$ cat config.mk
export PLATFORM = sky130hd
export DESIGN_NAME = scb_column
export DESIGN_NICKNAME = d
export VERILOG_FILES = /design/src/rtl/scb_pkg.sv /design/src/rtl/scb_column.sv
export SDC_FILE = /design/constraint.sdc
export NUM_CORES = 2
export LEC_CHECK = 0
export CAP_MARGIN = 20
export CORE_ASPECT_RATIO = 1.1
export CORE_MARGIN = 4
export CORE_UTILIZATION = 55
export DETAILED_ROUTE_END_ITERATION = 12
export DONT_BUFFER_PORTS = 1
export HOLD_SLACK_MARGIN = 0.1
export PLACE_DENSITY = 0.72
export SETUP_SLACK_MARGIN = 0.4
export SLEW_MARGIN = 10
export SYNTH_ARGS = -nofsm -noshare
export SYNTH_HDL_FRONTEND = slang
export SYNTH_SLANG_ARGS = --single-unit
$ cat constraint.sdc
create_clock -name clock -period 10.8 [get_ports clock]
set_input_delay 1.08 -clock clock [delete_from_list [all_inputs] [get_ports clock]]
set_output_delay 1.08 -clock clock [all_outputs]
set_load 0.05 [all_outputs]
$ cat src/rtl/scb_pkg.sv
// types and constants shared by the scope column envelope binner
package scb_pkg;

   localparam logic [1:0] MODE_SAMPLE = 2'd0;
   localparam logic [1:0] MODE_READ   = 2'd1;
   localparam logic [1:0] MODE_CLEAR  = 2'd2;

   localparam logic [2:0] REG_WINDOW_LEFT  = 3'd0;
   localparam logic [2:0] REG_WINDOW_RIGHT = 3'd1;
   localparam logic [2:0] REG_COLUMN_SCALE = 3'd2;
   localparam logic [2:0] REG_SCREEN_ROWS  = 3'd3;
   localparam logic [2:0] REG_SCREEN_COLS  = 3'd4;
   localparam logic [2:0] REG_CHAN_ENABLE  = 3'd5;
   localparam logic [2:0] REG_GAINS        = 3'd6;
   localparam logic [2:0] REG_OFFSETS      = 3'd7;

   localparam int PORT_LANES = 4;

   typedef struct packed {
      logic [1:0]         mode;
      logic [31:0]        sample_time;
      logic [2:0]         value_count;
      logic signed [15:0] sample_ch0;
      logic signed [15:0] sample_ch1;
      logic signed [15:0] sample_ch2;
      logic signed [15:0] sample_ch3;
      logic [7:0]         read_index;
   } req_type;

   typedef struct packed {
      logic [7:0] column_echo;
      logic [3:0] occupied_mask;
      logic [7:0] min_row_ch0;
      logic [7:0] max_row_ch0;
      logic [7:0] min_row_ch1;
      logic [7:0] max_row_ch1;
      logic [7:0] min_row_ch2;
      logic [7:0] max_row_ch2;
      logic [7:0] min_row_ch3;
      logic [7:0] max_row_ch3;
   } rsp_type;

   // step strobes from the sequencer to the column mapper and the lanes
   typedef struct packed {
      logic map1;
      logic map2;
      logic map3;
      logic map4;
      logic update;
      logic fetch;
      logic clear;
   } lane_ctl_type;

endpackage

$ cat src/rtl/scb_column.sv
// time to screen column mapping with window and range checks
module scb_column #(
   parameter int MAX_COLUMNS = 256
) (
   input  logic                          clock,
   input  scb_pkg::lane_ctl_type         ctl,
   input  logic [31:0]                   sample_time,
   input  logic [31:0]                   window_left,
   input  logic [31:0]                   window_right,
   input  logic [31:0]                   column_scale,
   input  logic [7:0]                    screen_cols,
   output logic [$clog2(MAX_COLUMNS)-1:0] col_addr,
   output logic                          col_ok
);
   import scb_pkg::*;

   localparam int AW = $clog2(MAX_COLUMNS);

   logic [63:0]   prod_ff, prod_in;
   logic          win_ff, win_in;
   logic [31:0]   diff;
   logic [64:0]   rounded;
   logic [48:0]   q;
   logic [10:0]   x11;
   logic [AW-1:0] addr_ff, addr_in;
   logic          ok_ff, ok_in;

   always_comb begin
      diff    = sample_time - window_left;
      win_in  = (sample_time >= window_left) && (sample_time <= window_right);
      prod_in = 64'(diff) * 64'(column_scale);
   end

   always_comb begin
      rounded = 65'(prod_ff) + 65'd32768;
      q       = rounded[64:16];
      x11     = 11'd2 + {3'b000, q[7:0]};
      ok_in   = win_ff && (screen_cols >= 8'd4)
                && (q <= {41'd0, screen_cols - 8'd3})
                && (x11 < 11'(MAX_COLUMNS));
      addr_in = x11[AW-1:0];
   end

   always_ff @(posedge clock) begin
      if (ctl.map1) begin
         prod_ff <= prod_in;
         win_ff  <= win_in;
      end
      if (ctl.map2) begin
         addr_ff <= addr_in;
         ok_ff   <= ok_in;
      end
   end

   assign col_addr = addr_ff;
   assign col_ok   = ok_ff;

endmodule

==> qor.yml <==
required_ns: 10.86
gp_congestion: 0.944
max_freq_mhz: 98.2
yosys-top-cells-count: "inv_1 (973), fa_1 (896), nand2_1 (569)"
drt-total-wl_mm: 105
cts_tree: "yes"
fin_worst_skew_ns: 0.0122
grt_pass1_wl_mm: 173
synth_compound_area_share_pct: 6.78
status: "finished clean"
yosysTopAreaCellShare_pct: 44.3
synth_ff_type: "edfxtp_1"
post_drt_wl_per_cell_um: 19.2
htreeDepth: 3
synthCells: 4584
finalHoldViolCount: 0
synth_seq_area_share_pct: 4.38
grt_max_degree: 51
maxSlewViolCount: 0
relSlewSlack_pct: 36.4
clkLatencyLatePin_ns: 0.34
rr_worst_depth: 13
synthSimpleGateAreaFrac_pct: 19.7
drt_iter0_drc: 2079
cpPeakStageDelay_ns: 0.57
dieArea_um2: 78000
finalCritPeriodShare_pct: 94.2
synth_area_leader_cell: "fa_1"
drv_cap: 0
synth_top_family_by_area: "adder cells"
worst-slew-pin-transition_ns: 0.930
hpwlAfterDp_mm: 86.7
synth_area_leaders: "fa_1 (44%), ha_1 (10%), inv_1 (9.0%), and2_1 (7.2%), nand2_1 (5.3%)"
nets: 5878
finalSetupViolCount: 0
antenna_cells: 0
synthMuxAreaShare_pct: 0.751
async_flop_share_pct: 0
drive_gt1_share_pct: 6.08
final.min_clock_period_ns: 10.18
rsz0062_at_grt: "true"
vias_per_cell: 5.71
initial_core_util_pct: 55.4
mappedNetlistNets: 5960
synthAdderAreaFrac_pct: 54.7
worstHoldStart: "prod_ff[16]"
io_buffers: 0
startpoint_type: "input pin"
timing.rr.end: "col_ok"
synth_most_common_cell: "inv_1"
synth_area_um2: 40500
grtUsageTotal_pct: 27.5
area_growth_pct: 6.30
drtPass1Iterations: 6
cts.clk_slew.worst_paths_ns: 0.05
crit_slowest_cell: "fa_1"
clock-sinks: 59
cp_max_fo: 32
reg2reg_from: "prod_ff[16]"
drc_errors: 0
antenna_found_initial: 0
critPathKind: "input pin to flip-flop"
core_area_um2: 73100
first_global_vias: 33200
num-fill-cells: 6357
cp.arrival_ns: 10.24
crit_path_end_kind: "flip-flop"
min_path_type: "flip-flop to flip-flop"
max-clock-path-buffers: 2
num_vias: 31200
hold_depth: 1
synth_enable_flop_cells: 59
synth-seq-cells: 59
reg2reg_slack_ns: 6.79
holdWs_ns: 0.677
avgSynthCellArea_um2: 8.83
worst_hold_path.endpoint: "col_addr[0]"
grt-ovfl-total: 0
crit_path_frequent_cell: "fa_1"
ant_nets: 0
synth_xor_area_share_pct: 2.16
fp-row-count: 104
ioPinCount: 153
cts_root_buf: "clkbuf_16"
die_height_um: 293
synth_cell_types: 75
cts_buffers: 9
fp.dieW_um: 267
ys_warn_count: 0
[area by class of cell]
class | instances | area (µm²) | share of cell area (%)
clock buffers | 9 | 225 | 0.523
well taps | 954 | 1190 | 2.77
multi-input cells | 3288 | 34600 | 80.4
repair buffers | 171 | 1570 | 3.64
flip-flops and latches | 59 | 1770 | 4.12
clock inverters | 5 | 46.3 | 0.108
inverters | 973 | 3650 | 8.48
[registers in the layout, summed over array words and instances, names as in the netlist]
name and count:
col_addr 8, col_ok 1, prod_ff 49, win_ff 1
[how the worst max path moves through the flow]
stage / startpoint / end / slack, ns / depth (start not counted)
3_3_place_gp: sample_time[0] / prod_ff[61] / 0.05 / 36
2_1_floorplan: window_left[7] / prod_ff[54] / 0.42 / 34
5_1_grt: window_left[13] / prod_ff[61] / 0.34 / 36
6_report: window_left[12] / prod_ff[54] / 0.62 / 33
4_1_cts: window_left[12] / prod_ff[61] / 0.40 / 35
3_5_place_dp: sample_time[0] / prod_ff[54] / -0.03 / 37
[cell families (layout without fill, tap and decap cells)]
family,after synthesis,count (layout)
compound gates,407,407
xor+xnor,100,102
fa+ha+maj,1232,1232
buf+inv,1239,1158
flops,59,59
mux,30,30
simple gates,1517,1517
[critical path: cells and delay by family]
| family | cells | cell delay (ns) |
|---|---|---|
| compound gates | 10 | 2.22 |
| fa+ha+maj | 10 | 4.91 |
| buf+inv | 6 | 0.42 |
| simple gates | 7 | 1.52 |
[routing by layer]
layer	GRT usage, %	up-vias	routed length (µm)
met5	0	-	0
met4	8.75	0	4300
met3	2.88	246	5810
met2	48.8	979	53400
met1	35.7	16000	41100
li1	-	13900	-
[cells in the final DEF (no fill, tap or decap), types with 15 or more instances in the layout]
master / count
inv_1: 973
fa_1: 895
nand2_1: 569
and2_1: 464
ha_1: 331
buf_4: 145
a21oi_1: 104
nor2_1: 70
nor2b_1: 62
edfxtp_1: 59
o21ai_0: 58
nand3_1: 58
a21o_1: 48
xnor2_1: 46
nand4_1: 42
and3_1: 38
nor3_1: 38
nand2b_1: 37
xor2_1: 33
mux2i_1: 27
nand4b_1: 23
nor4_1: 21
buf_12: 21
and3b_1: 18
nand3b_1: 17
o2111ai_1: 16
o21bai_1: 15
[per-stage QoR]
stage               setup TNS [ns]  instance area (µm²)  utilization, %  setup WS [ns]  cells
global route                     0                43000            58.9          0.339   5459
detailed placement         -0.0329                42300            57.8        -0.0329   5433
CTS                              0                42600            58.2          0.404   5447
finish                           0                43000            58.9          0.621   5459
floorplan                        0                40500               -          0.425   4584
global placement                 0                42300            57.8         0.0485   5433
[repair_timing]
action / CTS / global route
endpoints found under the setup margin: 4 / 25
setup buffers: 0 / 10
gates cloned: 0 / 2
hold buffers: 0 / 0
gates resized for setup: 4 / 68
pin swaps: 0 / 28
Power is left out: the tool's default activity adds up to more than one toggle a clock period on the data nets, which glitch-free logic cannot reach.
